`config.mk`:
```
export PLATFORM = sky130hd
export DESIGN_NAME = quoted_argument_tokenizer
export DESIGN_NICKNAME = d
export VERILOG_FILES = /design/src/design/qat_pkg.sv /design/src/design/qat_fifo.sv /design/src/design/qat_front.sv /design/src/design/qat_back.sv /design/src/design/quoted_argument_tokenizer.sv
export SDC_FILE = /design/constraint.sdc
export NUM_CORES = 1
export LEC_CHECK = 0
export ABC_AREA = 1
export ABC_CLOCK_PERIOD_IN_PS = 5590
export BUFFER_PORTS_ARGS = -buffer_cell sky130_fd_sc_hd__buf_2
export CORE_MARGIN = 2
export CORE_UTILIZATION = 30
export CTS_CLUSTER_SIZE = 20
export DETAILED_ROUTE_END_ITERATION = 7
export SLEW_MARGIN = 40
export SYNTH_ARGS = -nofsm -noshare
export SYNTH_HDL_FRONTEND = slang
export SYNTH_SLANG_ARGS = --single-unit
export TNS_END_PERCENT = 10
```
`constraint.sdc`:
```
create_clock -name clock -period 5.59 [get_ports clock]
set_input_delay 1.118 -clock clock [delete_from_list [all_inputs] [get_ports clock]]
set_output_delay 1.118 -clock clock [all_outputs]
set_load 0.02 [all_outputs]
```
`src/design/qat_pkg.sv`:
```
// Shared types, constants and reset values for the quoted argument tokenizer.
package qat_pkg;

   localparam int ARGS_LIMIT_DEFAULT = 16;
   localparam int QUEUE_DEPTH_DEFAULT = 2;

   localparam logic [4:0] ARG_CAP_RESET = 5'd16;

   localparam logic [7:0] CHAR_SPACE   = 8'h20;
   localparam logic [7:0] CHAR_TAB     = 8'h09;
   localparam logic [7:0] CHAR_EQUALS  = 8'h3d;
   localparam logic [7:0] CHAR_CR      = 8'h0d;
   localparam logic [7:0] CHAR_LF      = 8'h0a;
   localparam logic [7:0] CHAR_DQUOTE  = 8'h22;
   localparam logic [7:0] CHAR_SQUOTE  = 8'h27;
   localparam logic [7:0] CHAR_QUERY   = 8'h3f;
   localparam logic [7:0] CHAR_NUL     = 8'h00;
   localparam logic [7:0] QUOTE_MARKER = 8'h01;

   localparam logic [1:0] STATUS_OK       = 2'd0;
   localparam logic [1:0] STATUS_UNQUOTED = 2'd1;
   localparam logic [1:0] STATUS_TOO_MANY = 2'd2;

   // One classified input byte, as handed from the front end to the scanner.
   typedef struct packed {
      logic [7:0] line_byte;
      logic       line_last;
      logic       is_zero;
      logic       is_sep;
      logic       is_dquote;
      logic       is_squote;
      logic       is_query;
   } class_type;

   // One result beat.
   typedef struct packed {
      logic       starts_token;
      logic       is_content;
      logic [7:0] content_byte;
      logic [4:0] token_index;
      logic       line_done;
      logic [4:0] arg_count;
      logic [1:0] status;
   } result_type;

endpackage

```
`src/design/qat_fifo.sv`:
```
// Small register queue used between the front end, the scanner and the result port.
module qat_fifo #(
   parameter int WIDTH = 8,
   parameter int DEPTH = 2
) (
   input  logic             clock,
   input  logic             reset,
   input  logic             push,
   input  logic [WIDTH-1:0] push_data,
   output logic             full,
   input  logic             pop,
   output logic [WIDTH-1:0] pop_data,
   output logic             empty
);

   localparam int PTR_W = (DEPTH > 1) ? $clog2(DEPTH) : 1;
   localparam int CNT_W = $clog2(DEPTH + 1);

   logic [WIDTH-1:0] slot_ff [DEPTH];
   logic [PTR_W-1:0] wr_ptr_ff, wr_ptr_in;
   logic [PTR_W-1:0] rd_ptr_ff, rd_ptr_in;
   logic [CNT_W-1:0] count_ff, count_in;
   logic             do_push, do_pop;

   assign full     = (count_ff == CNT_W'(DEPTH));
   assign empty    = (count_ff == '0);
   assign pop_data = slot_ff[rd_ptr_ff];
   assign do_push  = push & ~full;
   assign do_pop   = pop & ~empty;

   always_comb begin
      wr_ptr_in = wr_ptr_ff;
      rd_ptr_in = rd_ptr_ff;
      count_in  = count_ff;
      if (do_push) begin
         wr_ptr_in = (wr_ptr_ff == PTR_W'(DEPTH - 1)) ? '0 : wr_ptr_ff + PTR_W'(1);
      end
      if (do_pop) begin
         rd_ptr_in = (rd_ptr_ff == PTR_W'(DEPTH - 1)) ? '0 : rd_ptr_ff + PTR_W'(1);
      end
      if (do_push && !do_pop) begin
         count_in = count_ff + CNT_W'(1);
      end else if (do_pop && !do_push) begin
         count_in = count_ff - CNT_W'(1);
      end
   end

   always_ff @(posedge clock) begin
      if (reset) begin
         wr_ptr_ff <= '0;
         rd_ptr_ff <= '0;
         count_ff  <= '0;
      end else begin
         wr_ptr_ff <= wr_ptr_in;
         rd_ptr_ff <= rd_ptr_in;
         count_ff  <= count_in;
      end
   end

   always_ff @(posedge clock) begin
      if (do_push) begin
         slot_ff[wr_ptr_ff] <= push_data;
      end
   end

endmodule

```
`src/design/qat_front.sv`:
```
// Front end: classifies each incoming byte before it is queued for the scanner.
module qat_front (
   input  logic                 [7:0] line_byte,
   input  logic                       line_last,
   output qat_pkg::class_type         item
);

   always_comb begin
      item.line_byte = line_byte;
      item.line_last = line_last;
      item.is_zero   = (line_byte == qat_pkg::CHAR_NUL);
      item.is_sep    = (line_byte == qat_pkg::CHAR_SPACE)  ||
                       (line_byte == qat_pkg::CHAR_TAB)    ||
                       (line_byte == qat_pkg::CHAR_EQUALS) ||
                       (line_byte == qat_pkg::CHAR_CR)     ||
                       (line_byte == qat_pkg::CHAR_LF);
      item.is_dquote = (line_byte == qat_pkg::CHAR_DQUOTE);
      item.is_squote = (line_byte == qat_pkg::CHAR_SQUOTE);
      item.is_query  = (line_byte == qat_pkg::CHAR_QUERY);
   end

endmodule

```
`src/design/qat_back.sv`:
```
// Back end: the token scanner, one classified byte per cycle into the result queue while that queue has room.
module qat_back #(
   parameter int ARGS_LIMIT = qat_pkg::ARGS_LIMIT_DEFAULT
) (
   input  logic                        clock,
   input  logic                        reset,
   input  logic                  [4:0] arg_cap,
   input  logic                        in_valid,
   input  qat_pkg::class_type          in_item,
   output logic                        in_pop,
   input  logic                        out_full,
   output logic                        out_push,
   output qat_pkg::result_type         out_item
);

   localparam int CNT_W = $clog2(ARGS_LIMIT + 1);
   localparam int CMP_W = CNT_W + 6;

   typedef enum logic [1:0] {
      MODE_BETWEEN  = 2'd0,
      MODE_UNQUOTED = 2'd1,
      MODE_QUOTED   = 2'd2
   } mode_type;

   mode_type         mode_ff, mode_in;
   logic             quote_kind_ff, quote_kind_in;
   logic [CNT_W-1:0] raw_count_ff, raw_count_in;
   logic             split_done_ff, split_done_in;
   logic             first_query_ff, first_query_in;
   logic [1:0]       first_len_ff, first_len_in;
   logic             line_ended_ff, line_ended_in;

   logic [CMP_W-1:0] limit_now;
   logic [CMP_W-1:0] raw_wide;
   logic [CMP_W-1:0] idx_wide;
   logic [CMP_W-1:0] total_wide;
   logic             quote_match;
   qat_pkg::result_type res;

   assign in_pop   = in_valid & ~out_full;
   assign out_push = in_pop;
   assign out_item = res;

   assign limit_now = (CMP_W'(arg_cap) < CMP_W'(ARGS_LIMIT)) ? CMP_W'(arg_cap)
                                                              : CMP_W'(ARGS_LIMIT);
   assign raw_wide    = CMP_W'(raw_count_ff);
   assign quote_match = quote_kind_ff ? in_item.is_squote : in_item.is_dquote;

   always_comb begin
      mode_in        = mode_ff;
      quote_kind_in  = quote_kind_ff;
      raw_count_in   = raw_count_ff;
      split_done_in  = split_done_ff;
      first_query_in = first_query_ff;
      first_len_in   = first_len_ff;
      line_ended_in  = line_ended_ff;
      res            = '0;
      idx_wide       = '0;
      total_wide     = '0;

      if (!line_ended_ff) begin
         if (in_item.is_zero) begin
            line_ended_in = 1'b1;
         end else begin
            case (mode_ff)
               MODE_BETWEEN: begin
                  if (!in_item.is_sep && raw_wide < limit_now) begin
                     raw_count_in     = raw_count_ff + CNT_W'(1);
                     res.starts_token = 1'b1;
                     res.is_content   = 1'b1;
                     if (in_item.is_dquote || in_item.is_squote) begin
                        quote_kind_in    = in_item.is_squote;
                        mode_in          = MODE_QUOTED;
                        res.content_byte = qat_pkg::QUOTE_MARKER;
                     end else begin
                        mode_in          = MODE_UNQUOTED;
                        res.content_byte = in_item.line_byte;
                        if (raw_count_ff == '0) begin
                           first_query_in = in_item.is_query;
                           first_len_in   = 2'd1;
                        end
                     end
                     idx_wide        = raw_wide + CMP_W'(split_done_ff);
                     res.token_index = idx_wide[4:0];
                  end
               end
               MODE_UNQUOTED: begin
                  if (in_item.is_sep) begin
                     mode_in = MODE_BETWEEN;
                  end else begin
                     res.is_content   = 1'b1;
                     res.content_byte = in_item.line_byte;
                     // The second byte of a leading '?' token opens the split-off token.
                     if (raw_count_ff == CNT_W'(1) && first_len_ff == 2'd1) begin
                        first_len_in = 2'd2;
                        if (first_query_ff) begin
                           split_done_in    = 1'b1;
                           res.starts_token = 1'b1;
                        end
                     end
                     idx_wide        = raw_wide - CMP_W'(1) + CMP_W'(split_done_in);
                     res.token_index = idx_wide[4:0];
                  end
               end
               MODE_QUOTED: begin
                  if (quote_match) begin
                     mode_in = MODE_BETWEEN;
                  end else begin
                     res.is_content   = 1'b1;
                     res.content_byte = in_item.line_byte;
                     idx_wide         = raw_wide - CMP_W'(1) + CMP_W'(split_done_ff);
                     res.token_index  = idx_wide[4:0];
                  end
               end
               default: begin
                  mode_in = MODE_BETWEEN;
               end
            endcase
         end
      end

      if (in_item.line_last) begin
         total_wide    = CMP_W'(raw_count_in) + CMP_W'(split_done_in);
         res.line_done = 1'b1;
         if (mode_in == MODE_QUOTED) begin
            res.status = qat_pkg::STATUS_UNQUOTED;
         end else if (total_wide > limit_now) begin
            res.status = qat_pkg::STATUS_TOO_MANY;
         end else begin
            res.arg_count = total_wide[4:0];
         end
         mode_in        = MODE_BETWEEN;
         quote_kind_in  = 1'b0;
         raw_count_in   = '0;
         split_done_in  = 1'b0;
         first_query_in = 1'b0;
         first_len_in   = 2'd0;
         line_ended_in  = 1'b0;
      end
   end

   always_ff @(posedge clock) begin
      if (reset) begin
         mode_ff        <= MODE_BETWEEN;
         quote_kind_ff  <= 1'b0;
         raw_count_ff   <= '0;
         split_done_ff  <= 1'b0;
         first_query_ff <= 1'b0;
         first_len_ff   <= 2'd0;
         line_ended_ff  <= 1'b0;
      end else if (in_pop) begin
         mode_ff        <= mode_in;
         quote_kind_ff  <= quote_kind_in;
         raw_count_ff   <= raw_count_in;
         split_done_ff  <= split_done_in;
         first_query_ff <= first_query_in;
         first_len_ff   <= first_len_in;
         line_ended_ff  <= line_ended_in;
      end
   end

   a_line_end_clears: assert property (@(posedge clock) disable iff (reset)
      (out_push && res.line_done) |=>
         (mode_ff == MODE_BETWEEN && raw_count_ff == '0 && !split_done_ff && !line_ended_ff))
      else $error("line state not cleared after the final beat of a line");

   a_start_is_content: assert property (@(posedge clock) disable iff (reset)
      (out_push && res.starts_token) |-> res.is_content)
      else $error("token start reported on a byte that is not content");

   a_summary_only_at_end: assert property (@(posedge clock) disable iff (reset)
      (out_push && !res.line_done) |->
         (res.status == qat_pkg::STATUS_OK && res.arg_count == '0))
      else $error("count or status reported before the end of the line");

   a_split_needs_query: assert property (@(posedge clock) disable iff (reset)
      split_done_ff |-> (first_query_ff && raw_count_ff != '0))
      else $error("query split recorded without a leading query token");

   a_open_token_counted: assert property (@(posedge clock) disable iff (reset)
      (mode_ff != MODE_BETWEEN) |-> (raw_count_ff != '0))
      else $error("scanner inside a token with no token counted");

endmodule

```
`src/design/quoted_argument_tokenizer.sv`:
```
// Top level of the quoted argument tokenizer: input queue, scanner, result queue.
//
// Takes one command-line byte per beat and gives exactly one result beat per byte,
// in order. A pushed byte is classified and queued, the scanner consumes it from
// the input queue and writes its result into the result queue, whose head drives
// the rsp_ ports until it is popped. Throughput is one byte per cycle while
// neither side stalls; either side may stall without losing a beat, since each
// queue holds QUEUE_DEPTH entries, two by default. The argument cap register
// resets to 16, is written through the csr_ channel (ready is always high) and
// must only be changed while no line is in flight.
module quoted_argument_tokenizer #(
   parameter int ARGS_LIMIT  = qat_pkg::ARGS_LIMIT_DEFAULT,
   parameter int QUEUE_DEPTH = qat_pkg::QUEUE_DEPTH_DEFAULT
) (
   input  logic       clock,
   input  logic       reset,
   input  logic       push,
   output logic       full,
   input  logic [7:0] req_line_byte,
   input  logic       req_line_last,
   output logic       empty,
   input  logic       pop,
   output logic       rsp_starts_token,
   output logic       rsp_is_content,
   output logic [7:0] rsp_content_byte,
   output logic [4:0] rsp_token_index,
   output logic       rsp_line_done,
   output logic [4:0] rsp_arg_count,
   output logic [1:0] rsp_status,
   input  logic       valid,
   output logic       ready,
   input  logic [4:0] csr_arg_cap
);

   localparam int CLASS_W  = $bits(qat_pkg::class_type);
   localparam int RESULT_W = $bits(qat_pkg::result_type);

   logic [4:0]          arg_cap_ff, arg_cap_in;
   qat_pkg::class_type  front_item;
   qat_pkg::class_type  back_item;
   logic                class_empty;
   logic                back_pop;
   logic                result_full;
   logic                result_push;
   qat_pkg::result_type result_item;
   qat_pkg::result_type head_item;

   assign ready      = 1'b1;
   assign arg_cap_in = (valid && ready) ? csr_arg_cap : arg_cap_ff;

   always_ff @(posedge clock) begin
      if (reset) begin
         arg_cap_ff <= qat_pkg::ARG_CAP_RESET;
      end else begin
         arg_cap_ff <= arg_cap_in;
      end
   end

   qat_front u_front (
      .line_byte (req_line_byte),
      .line_last (req_line_last),
      .item      (front_item)
   );

   qat_fifo #(
      .WIDTH (CLASS_W),
      .DEPTH (QUEUE_DEPTH)
   ) u_class_queue (
      .clock     (clock),
      .reset     (reset),
      .push      (push),
      .push_data (front_item),
      .full      (full),
      .pop       (back_pop),
      .pop_data  (back_item),
      .empty     (class_empty)
   );

   qat_back #(
      .ARGS_LIMIT (ARGS_LIMIT)
   ) u_back (
      .clock    (clock),
      .reset    (reset),
      .arg_cap  (arg_cap_ff),
      .in_valid (~class_empty),
      .in_item  (back_item),
      .in_pop   (back_pop),
      .out_full (result_full),
      .out_push (result_push),
      .out_item (result_item)
   );

   qat_fifo #(
      .WIDTH (RESULT_W),
      .DEPTH (QUEUE_DEPTH)
   ) u_result_queue (
      .clock     (clock),
      .reset     (reset),
      .push      (result_push),
      .push_data (result_item),
      .full      (result_full),
      .pop       (pop),
      .pop_data  (head_item),
      .empty     (empty)
   );

   assign rsp_starts_token = head_item.starts_token;
   assign rsp_is_content   = head_item.is_content;
   assign rsp_content_byte = head_item.content_byte;
   assign rsp_token_index  = head_item.token_index;
   assign rsp_line_done    = head_item.line_done;
   assign rsp_arg_count    = head_item.arg_count;
   assign rsp_status       = head_item.status;

endmodule

```
# After elaboration in Yosys (flattened, before gate mapping)
# Memories as Yosys holds them, arrays and structs flattened. A register that Yosys moved wholly into a read port is not among the register bits.
# Index checks and enable logic that the tools add are counted.
# op_classes
n_addsub	14
magnitude_cmp	3
n_eq_ne	23
mux	82
bitwise_logic	9
n_reduce_logical	31
# ops
cell	count
two-way mux 15 bit	4
two-way mux 1 bit	42
two-way mux 2 bit	21
one-hot mux 14 bit (3 select lines)	1
== test 8 x 6 -> 1 bit (second input constant)	5
two-way mux 5 bit	8
== test 8 x 4 -> 1 bit (second input constant)	3
two-way mux 8 bit	2
adder 5 x 1 -> 5 bit	3
two-way mux 14 bit	1
nonzero test 2 bit	6
> comparator 11 bit	1
< comparator 5 x 11 -> 1 bit	1
inequality test 3 x 2 -> 1 bit (second input constant)	3
AND reduction 9 bit	1
== test 2 bit (second input constant)	4
logical NOT 8 bit	1
AND reduction 7 bit	1
adder 5 x 1 -> 6 bit	1
logical AND 1 bit	6
logical NOT 2 bit	3
inequality test 3 bit (second input constant)	2
one-hot mux 2 bit (3 select lines)	1
AND reduction 6 bit	1
18 further kinds	40
# word_totals
ff_bits	26
ramBits	74
input_bits	19
out_inout_bits	26
elab_cells	178
n_memories	2
# memory_table
name	depth	word_bits	read_ports	rd_clocked_by_memory_dff	write_ports	line	source
u_result_queue.slot_ff	2	23	1	1	1	qat_fifo.sv:19	logic [WIDTH-1:0] slot_ff [DEPTH];
u_class_queue.slot_ff	2	14	1	1	1	qat_fifo.sv:19	

# Depth between registers and ports, before layout
# Gate-level depths: netlist (run 1).
# logic_depth
depth_word	16
ltp_mapped	23
ltp_nobuf	23

# Hierarchy
# A second synthesis (run 1) with hierarchy kept.
# hier_totals
hier_cells	575
hier_area_um2	5530.3
# modules_own_cells
mod	instances	cells_each	area_each_um2	seq_area_each_um2
qat_fifo (u_result_queue)	1	108	1915.6	1481.4
qat_back	1	311	1896.8	260.2
qat_fifo (u_class_queue)	1	80	1262.5	940.9
quoted_argument_tokenizer	1	34	231.5	100.1
qat_front	1	42	224.0	0.0

# Least setup slack after synthesis (run 1)
# Ideal clock, no wire load.
# synth_timing
path_type	reg-to-reg
start	register arg_cap_ff[4]
end	memory u_result_queue.slot_ff[0][1] in the netlist's numbering, data pin
setup_time_ns	0.258
t_arrival_ns	2.965
required_time_ns	5.332
path_slack_ns	2.367
path_stages_with_launch	22
cell_sequence	dfxtp_1 -> inv_2 -> nand2_1 -> ha_1 -> a21oi_1 -> nand2_1 -> nand2_1 -> nand4_4 -> xor2_1 -> ha_1 -> ha_1 -> inv_1 -> nor2_1 -> nor2_1 -> ha_1 -> nand2_1 -> nor2_1 -> a211oi_1 -> o21ai_0 -> o21ai_0 -> nand2_2 -> and2_1
# synth_rtl
item	line	source
from (decl)	quoted_argument_tokenizer.sv:38	logic [4:0] arg_cap_ff, arg_cap_in;
from (signal assigned)	quoted_argument_tokenizer.sv:53	arg_cap_ff <= qat_pkg::ARG_CAP_RESET;
from (signal assigned)	quoted_argument_tokenizer.sv:55	arg_cap_ff <= arg_cap_in;
to (decl)	qat_fifo.sv:19	

==> flow_summary.toml, run 1 <==
[final_layout]
multi_input_area_sq_mm = 0.00204
layout.core_utilization_pct = 35.4
nFillCells = 1671
design.final.nets = 612
syn2layout_area_growth_pct = 15.6
insertedDiodeCount = 0
regArea_sq_mm = 0.00278
drive_gt1_share_pct = 20.0

[yosys]
synthDominantAreaCellType = "sky130_fd_sc_hd__edfxtp_1"
yosysMostFrequentCell = "sky130_fd_sc_hd__nand2_1"
gate_count_post_synth = 521
synth.yosys.seq_area_share_pct = 54.8
synth_top_flop_cell = "sky130_fd_sc_hd__edfxtp_1"
synthTopCellsByArea = "sky130_fd_sc_hd__edfxtp_1, sky130_fd_sc_hd__dfxtp_1, sky130_fd_sc_hd__nand2_1, sky130_fd_sc_hd__ha_1, sky130_fd_sc_hd__mux2_2"
synth_enable_flop_cells = 74
post-synth-top-area-fraction_pct = 43.7
synth.yosys.warnings = 0
yosys.cell_types.count = 41
synth_common_cells = "sky130_fd_sc_hd__nand2_1, sky130_fd_sc_hd__edfxtp_1, sky130_fd_sc_hd__inv_1"
mapped_area_sq_mm = 0.00508
synth-async-reset-ratio_pct = 0
synth_nets = 563
postSynthAreaPerCell_sq_um = 9.75
ys_seq_elements = 102

[clock_network]
post_cts_buffers = 0
clk_transition_reported_paths_ns = 0.07
clk-insertion-delay-late_ns = 0.34
h-tree-depth = 3
cts_buffer_depth = 2
post_cts_resized = 0
clock_buffers_created_by_tritoncts = 9
tritoncts_sinks = 102
hold_buffers = 0
cts_root_buf = "sky130_fd_sc_hd__clkbuf_16"
cts_tree = "done"

[setup_path]
worst-r2r-setup-slack_ns = 1.83
setup.worst_path.class = "register to register"
critPathLaunchType = "register"
worst-endpoint-arrival_ns = 3.86
crit_start = "u_back.raw_count_ff[2]"
crit_path_end_kind = "register"
timing.critical_path.fanout_max = 10
worstReg2RegStart = "u_back.raw_count_ff[2]"
worstPathRequired_ns = 5.69
crit-reg2reg-capture = "u_result_queue.slot_ff[1][1]"
r2r.worst_path.cells = 19
worstSetupEndpoint = "u_result_queue.slot_ff[1][1]"

[detailed_routing]
met3_wirelength_um = 425
num_vias = 3672
drt_first_iter_violations = 331
number_of_drc_violations_after_detailed_routing = 0
finalWirelength_mm = 10.8
via_per_inst = 4.62
wirelength_met1_mm = 4.98
antenna_violating_nets_post_route = 0
route.detailed.wl_per_inst_um = 13.5
routed.top_layer = "met4"
drt_pre_antenna_iters = 4
detailroute.wirelength.met2_mm = 5.17

[power_and_ir_drop]
comb_power_share_pct = 37.5
seq_power_share_pct = 40.6
switching_share_pct = 38.3
power_frac_clock_pct = 22.0
cellPowerDensity_mw_per_mm2 = 489
power_report.internal_total_mw = 1.77
ir_worst_vdd_mv = 0.200
total_switching_power_mw = 1.10
cellLeakagePower_nw = 2.38

[placed_design]
numPortBuffers = 43
dp_hpwl_mm = 8.17
gp_routability_congestion = 0.935

[sta]
final_period_minus_worst_setup_slack_ns = 3.76
final_hold_viol_count = 0
rsz0062_at_grt = "no"
max_clock_freq_mhz = 266
setup_viol = 0
slew_headroom_pct = 52.3
fin_clk_skew_ns = 0.00945
slew_violations = 0
worst-slew-pin-transition_ns = 0.715
min_period_over_period_pct = 67.3
totalNegativeSetupSlack_ns = 0

[global_route]
first_global_vias = 3740
grt_antenna_before_repair = 0
grt_first_pass_wirelength_mm = 18.3
grtUsageTotal_pct = 12.6
largest_net_degree_at_the_start_of_global_routing = 24
gr-total-overflow = 0

[min_path]
hold_path_class = "register to register"
min_from = "u_back.first_len_ff[1]"

[run]
maxCapViolCount = 0

[floorplanning]
design.core.area_sq_mm = 0.0166
num_rows = 47
design.die.area_sq_mm = 0.0180
die_height_um = 134
start_util_pct = 30.6
io_pins = 45
die-width_um = 134

[run_status]
run_status = "complete, no violations"
through the flow:
step | cell area (sq um) | power (mW) | std cells | worst slack (ns) | hold slack (ns)
after floorplan | 5080 | 1.92 | 521 | 2.37 | 0.425
after global placement | 5570 | 2.24 | 779 | 2.08 | 0.436
after detailed placement | 5570 | 2.27 | 779 | 1.85 | 0.446
after CTS | 5870 | 2.90 | 795 | 1.83 | 0.458
after global routing | 5870 | 3.07 | 795 | 1.53 | 0.478
final | 5870 | 2.87 | 795 | 1.83 | 0.457
power by group through the flow:
stage               clock [mW]  combinational, mW  sequential, mW
detailed placement           0               1.08            1.18
finish                   0.631               1.08            1.16
global route             0.680               1.20            1.19
CTS                      0.649               1.09            1.17
global placement             0               1.07            1.17
floorplan                    0              0.786            1.14
how the worst min path moves through the flow:
stage	end	depth (start not counted)
after floorplan	register	1
final	u_back.first_len_ff[1]	2
after global routing	register	1
after global placement	u_class_queue.rd_ptr_ff	1
after CTS	u_back.first_len_ff[1]	2
after detailed placement	u_back.first_len_ff[1]	2
critical path, cell delays in order (launching register included):
cell	delay [ns]
sky130_fd_sc_hd__dfxtp_1	0.57
sky130_fd_sc_hd__ha_1	0.32
sky130_fd_sc_hd__a21oi_1	0.14
sky130_fd_sc_hd__nand2_1	0.09
sky130_fd_sc_hd__nand2_1	0.19
sky130_fd_sc_hd__nand4_4	0.15
sky130_fd_sc_hd__xor2_1	0.23
sky130_fd_sc_hd__ha_1	0.23
sky130_fd_sc_hd__ha_1	0.18
sky130_fd_sc_hd__inv_1	0.04
sky130_fd_sc_hd__nor2_1	0.18
sky130_fd_sc_hd__nor2_1	0.09
sky130_fd_sc_hd__ha_1	0.33
sky130_fd_sc_hd__nand2_1	0.07
sky130_fd_sc_hd__nor2_1	0.04
sky130_fd_sc_hd__a211oi_1	0.15
sky130_fd_sc_hd__o21ai_0	0.10
sky130_fd_sc_hd__o21ai_0	0.12
sky130_fd_sc_hd__nand2_2	0.13
sky130_fd_sc_hd__and2_1	0.17
area by class of cell:
class,instances,area share [%]
clock inverters,6,1.28
multi-input cells,350,34.7
repair buffers,47,4.18
inverters,60,3.86
well taps,220,4.69
flip-flops and latches,102,47.4
clock buffers,10,3.90
cells in the final DEF, fill, tap and decap left out, drive strengths merged:
master | Yosys | final
and2 | 1 | 1
xnor2 | 1 | 1
nand4 | 7 | 7
or2 | 1 | 1
mux2 | 23 | 23
mux2i | 1 | 1
a21oi | 40 | 40
nand3 | 24 | 24
bufinv | 0 | 1
a221oi | 1 | 1
nor4 | 3 | 3
nor3b | 1 | 1
dfxtp | 28 | 28
ha | 23 | 23
buf | 6 | 47
a31oi | 3 | 3
inv | 58 | 62
nor2 | 51 | 51
edfxtp | 74 | 74
xor2 | 10 | 10
clkinv | 2 | 3
nand3b | 3 | 3
o21ai | 30 | 30
nor3 | 5 | 5
a211oi | 1 | 1
clkbuf | 3 | 10
conb | 1 | 1
nand2 | 117 | 117
o22ai | 3 | 3
sequential cells by signal, indices dropped and copies added (netlist names), named ones only:
| register | count |
|---|---|
| u_class_queue.wr_ptr_ff | 1 |
| u_result_queue.rd_ptr_ff | 1 |
| u_back.quote_kind_ff | 1 |
| u_class_queue.slot_ff | 28 |
| u_result_queue.slot_ff | 46 |
| u_result_queue.count_ff | 2 |
| u_back.raw_count_ff | 5 |
| u_result_queue.wr_ptr_ff | 1 |
| u_back.first_query_ff | 1 |
| u_back.line_ended_ff | 1 |
| u_class_queue.rd_ptr_ff | 1 |
| u_back.split_done_ff | 1 |
| u_back.first_len_ff | 2 |
| arg_cap_ff | 5 |
| u_class_queue.count_ff | 2 |
| u_back.mode_ff | 2 |
per-layer routing:
| metal | global-route usage (%) | up-vias |
|---|---|---|
| li1 | - | 1866 |
| met1 | 16.3 | 1718 |
| met2 | 21.1 | 73 |
| met3 | 2.61 | 15 |
| met4 | 4.15 | 0 |
| met5 | 0 | - |
logic make-up after synthesis:
family | Yosys count | synth area share [%]
flip-flops | 102 | 54.8
multiplexers | 24 | 5.29
XOR/XNOR | 11 | 1.90
adder cells (fa/ha/maj) | 23 | 5.66
other | 1 | 0.0738
AO/OA/AOI/OAI | 78 | 8.18
AND/OR/NAND/NOR | 213 | 18.9
buffers and inverters | 69 | 5.27
(Power assumes the default switching activity.)
==> inputs of run 2 (changes only) <==
--- a/config.mk
+++ b/config.mk
@@ -6,7 +6,7 @@
 export NUM_CORES = 1
 export LEC_CHECK = 0
 export ABC_AREA = 1
-export ABC_CLOCK_PERIOD_IN_PS = 5590
+export ABC_CLOCK_PERIOD_IN_PS = 3450
 export BUFFER_PORTS_ARGS = -buffer_cell sky130_fd_sc_hd__buf_2
 export CORE_MARGIN = 2
 export CORE_UTILIZATION = 30
==> constraint.sdc (replaced) <==
create_clock -name clock -period 3.45 [get_ports clock]
set_input_delay 0.69 -clock clock [delete_from_list [all_inputs] [get_ports clock]]
set_output_delay 0.69 -clock clock [all_outputs]
set_load 0.02 [all_outputs]
==> flow_summary.toml, run 2 (synthesis gave the netlist of run 1 again) <==
[final_layout]
nFillCells = 1646
design.final.nets = 625
largest_register_ff_count = 46
insertedDiodeCount = 0
layout_common_cells = "sky130_fd_sc_hd__nand2_1, sky130_fd_sc_hd__edfxtp_1, sky130_fd_sc_hd__inv_1"
drive_gt1_share_pct = 23.6
max_flop_register = "u_result_queue.slot_ff"
layout_commonest_cell = "sky130_fd_sc_hd__nand2_1"
biggestRegsByFlops = "u_result_queue.slot_ff x46, u_class_queue.slot_ff x28"
syn2layout_area_growth_pct = 19.3

[min_path]
hold_path_class = "register to register"

[sta]
totalNegativeSetupSlack_ns = 0
final_period_minus_worst_setup_slack_ns = 3.32
fin_clk_skew_ns = 0.0100
max_clock_freq_mhz = 301
final_hold_viol_count = 0
slew_violations = 0
slew_headroom_pct = 66.4
worst-slew-pin-transition_ns = 0.499
min_period_over_period_pct = 96.2
fin_hold_ws_ns = 0.453
setup_viol = 0

[global_route]
grtUsageTotal_pct = 12.7
global_route.peak_usage_layer = "met2"
grt_first_pass_wirelength_mm = 18.0
first_global_vias = 3667
grt.met3_usage_pct = 2.53
largest_net_degree_at_the_start_of_global_routing = 24
grt_antenna_before_repair = 0
gr-total-overflow = 0
grt_use_met2_pct = 22.0
groute.layer.met1.usage_pct = 15.4

[detailed_routing]
number_of_drc_violations_after_detailed_routing = 0
finalWirelength_mm = 11.0
drt_first_iter_violations = 258
antenna_violating_nets_post_route = 0
route.detailed.wl_per_inst_um = 13.7
via_per_inst = 4.64
num_vias = 3751
drt_pre_antenna_iters = 4

[placed_design]
numPortBuffers = 43
gp_routability_congestion = 0.867
dp_hpwl_mm = 8.14

[power_and_ir_drop]
cellPowerDensity_mw_per_mm2 = 789
switching_share_pct = 37.3
ir_worst_vdd_mv = 0.303
seq_power_share_pct = 38.3
comb_power_share_pct = 38.8
cellLeakagePower_nw = 2.47
power_frac_clock_pct = 22.8
total_switching_power_mw = 1.78
power_report.internal_total_mw = 3.00

[run]
maxCapViolCount = 0

[floorplanning]
die_height_um = 134
start_util_pct = 30.6
num_rows = 47
design.core.area_sq_mm = 0.0166
die-width_um = 134
design.die.area_sq_mm = 0.0180
io_pins = 45

[clock_network]
clk-insertion-delay-late_ns = 0.35
cts_tree = "done"
tritoncts_sinks = 102
cts_root_buf = "sky130_fd_sc_hd__clkbuf_16"
cts_buffer_depth = 2
hold_buffers = 0
clock_buffers_created_by_tritoncts = 9
h-tree-depth = 3
clk_transition_reported_paths_ns = 0.06

[setup_path]
worst-endpoint-arrival_ns = 3.43
critPathLaunchType = "register"
crit_path_end_kind = "register"
timing.critical_path.fanout_max = 6
setup.worst_path.class = "register to register"
worstPathRequired_ns = 3.56

[run_status]
run_status = "complete, no violations"
==> run 2: cell types whose count changed in the layout (fill, tap and decap cells not counted), moves of 2 or more <==
cell / previous run / this run
sky130_fd_sc_hd__nand2_1: 110 / 106
sky130_fd_sc_hd__o21ai_1: 4 / 6
sky130_fd_sc_hd__ha_2: 0 / 2
sky130_fd_sc_hd__buf_4: 4 / 17
sky130_fd_sc_hd__nand2_2: 7 / 10
sky130_fd_sc_hd__o21ai_0: 25 / 23
sky130_fd_sc_hd__ha_1: 23 / 19
sky130_fd_sc_hd__nor2_4: 2 / 4
sky130_fd_sc_hd__ha_4: 0 / 2
sky130_fd_sc_hd__inv_8: 2 / 0
==> run 2: final timing paths <==
| path | to | depth (start not counted) | slack (ns) | startpoint |
|---|---|---|---|---|
| worst min register to register | u_back.first_len_ff[1] | 2 | 0.45 | u_back.first_len_ff[1] |
| worst max register to register | u_result_queue.slot_ff[1][1] | 21 | 0.13 | arg_cap_ff[4] |
| worst min-delay path | u_back.first_len_ff[1] | 2 | 0.45 | u_back.first_len_ff[1] |
| worst max-delay path | u_result_queue.slot_ff[1][1] | 21 | 0.13 | arg_cap_ff[4] |
==> run 2: layer usage <==
layer / routed length, um / vias to the layer above
met2: 5460 / 77
li1: - / 1892
met5: 0 / -
met1: 4880 / 1767
met4: 269 / 0
met3: 424 / 15
==> run 2: power by group through the flow <==
stage / registers (mW) / clock network, mW / logic (mW)
final: 1.83 / 1.09 / 1.86
after CTS: 1.84 / 1.12 / 1.87
after detailed placement: 1.86 / 0 / 1.85
after floorplan: 1.84 / 0 / 1.27
after global placement: 1.85 / 0 / 1.83
after global routing: 1.87 / 1.16 / 2.06
==> run 2: cell type report <==
class                           instances  area [sq um]  area share, %
Inverter                               60           226           3.74
Multi-Input combinational cell        350          2110           34.8
Timing Repair Buffer                   60           343           5.65
Sequential cell                       102          2780           45.9
Tap cell                              220           275           4.54
Clock buffer                           11           243           4.00
Clock inverter                          5          82.6           1.36
==> run 2: critical path, stage by stage (launching register included) <==
cell and delay [ns]:
sky130_fd_sc_hd__dfxtp_1 0.32, sky130_fd_sc_hd__inv_2 0.12, sky130_fd_sc_hd__nand2_4 0.08, sky130_fd_sc_hd__ha_1 0.29
sky130_fd_sc_hd__a21oi_1 0.14, sky130_fd_sc_hd__nand2_1 0.12, sky130_fd_sc_hd__nand2_2 0.12, sky130_fd_sc_hd__nand4_4 0.10
sky130_fd_sc_hd__xor2_2 0.20, sky130_fd_sc_hd__ha_2 0.22, sky130_fd_sc_hd__ha_2 0.18, sky130_fd_sc_hd__inv_1 0.07
sky130_fd_sc_hd__nor2_4 0.13, sky130_fd_sc_hd__nand2_1 0.07, sky130_fd_sc_hd__nand2_1 0.09, sky130_fd_sc_hd__nand2_2 0.08
sky130_fd_sc_hd__ha_4 0.22, sky130_fd_sc_hd__a21oi_1 0.11, sky130_fd_sc_hd__o21ai_1 0.07, sky130_fd_sc_hd__o21ai_1 0.09
sky130_fd_sc_hd__nand2_2 0.11, sky130_fd_sc_hd__and2_4 0.15
==> run 2: repair_timing <==
action / CTS / global route
endpoints found under the setup margin: 2 / 12
resized for setup: 3 / 15
buffers inserted: 0 / 2
pin swaps: 0 / 6
==> run 2: metrics by stage <==
step,worst slack (ns),cells,power [mW],util (%),cell area (sq um)
after floorplan,0.227,521,3.11,-,5080
after global placement,0.126,790,3.68,34.1,5650
after detailed placement,-0.0499,790,3.71,34.1,5650
after CTS,0.0337,806,4.82,36.1,5990
after global routing,-0.0733,808,5.10,36.6,6060
final,0.131,808,4.78,36.6,6060
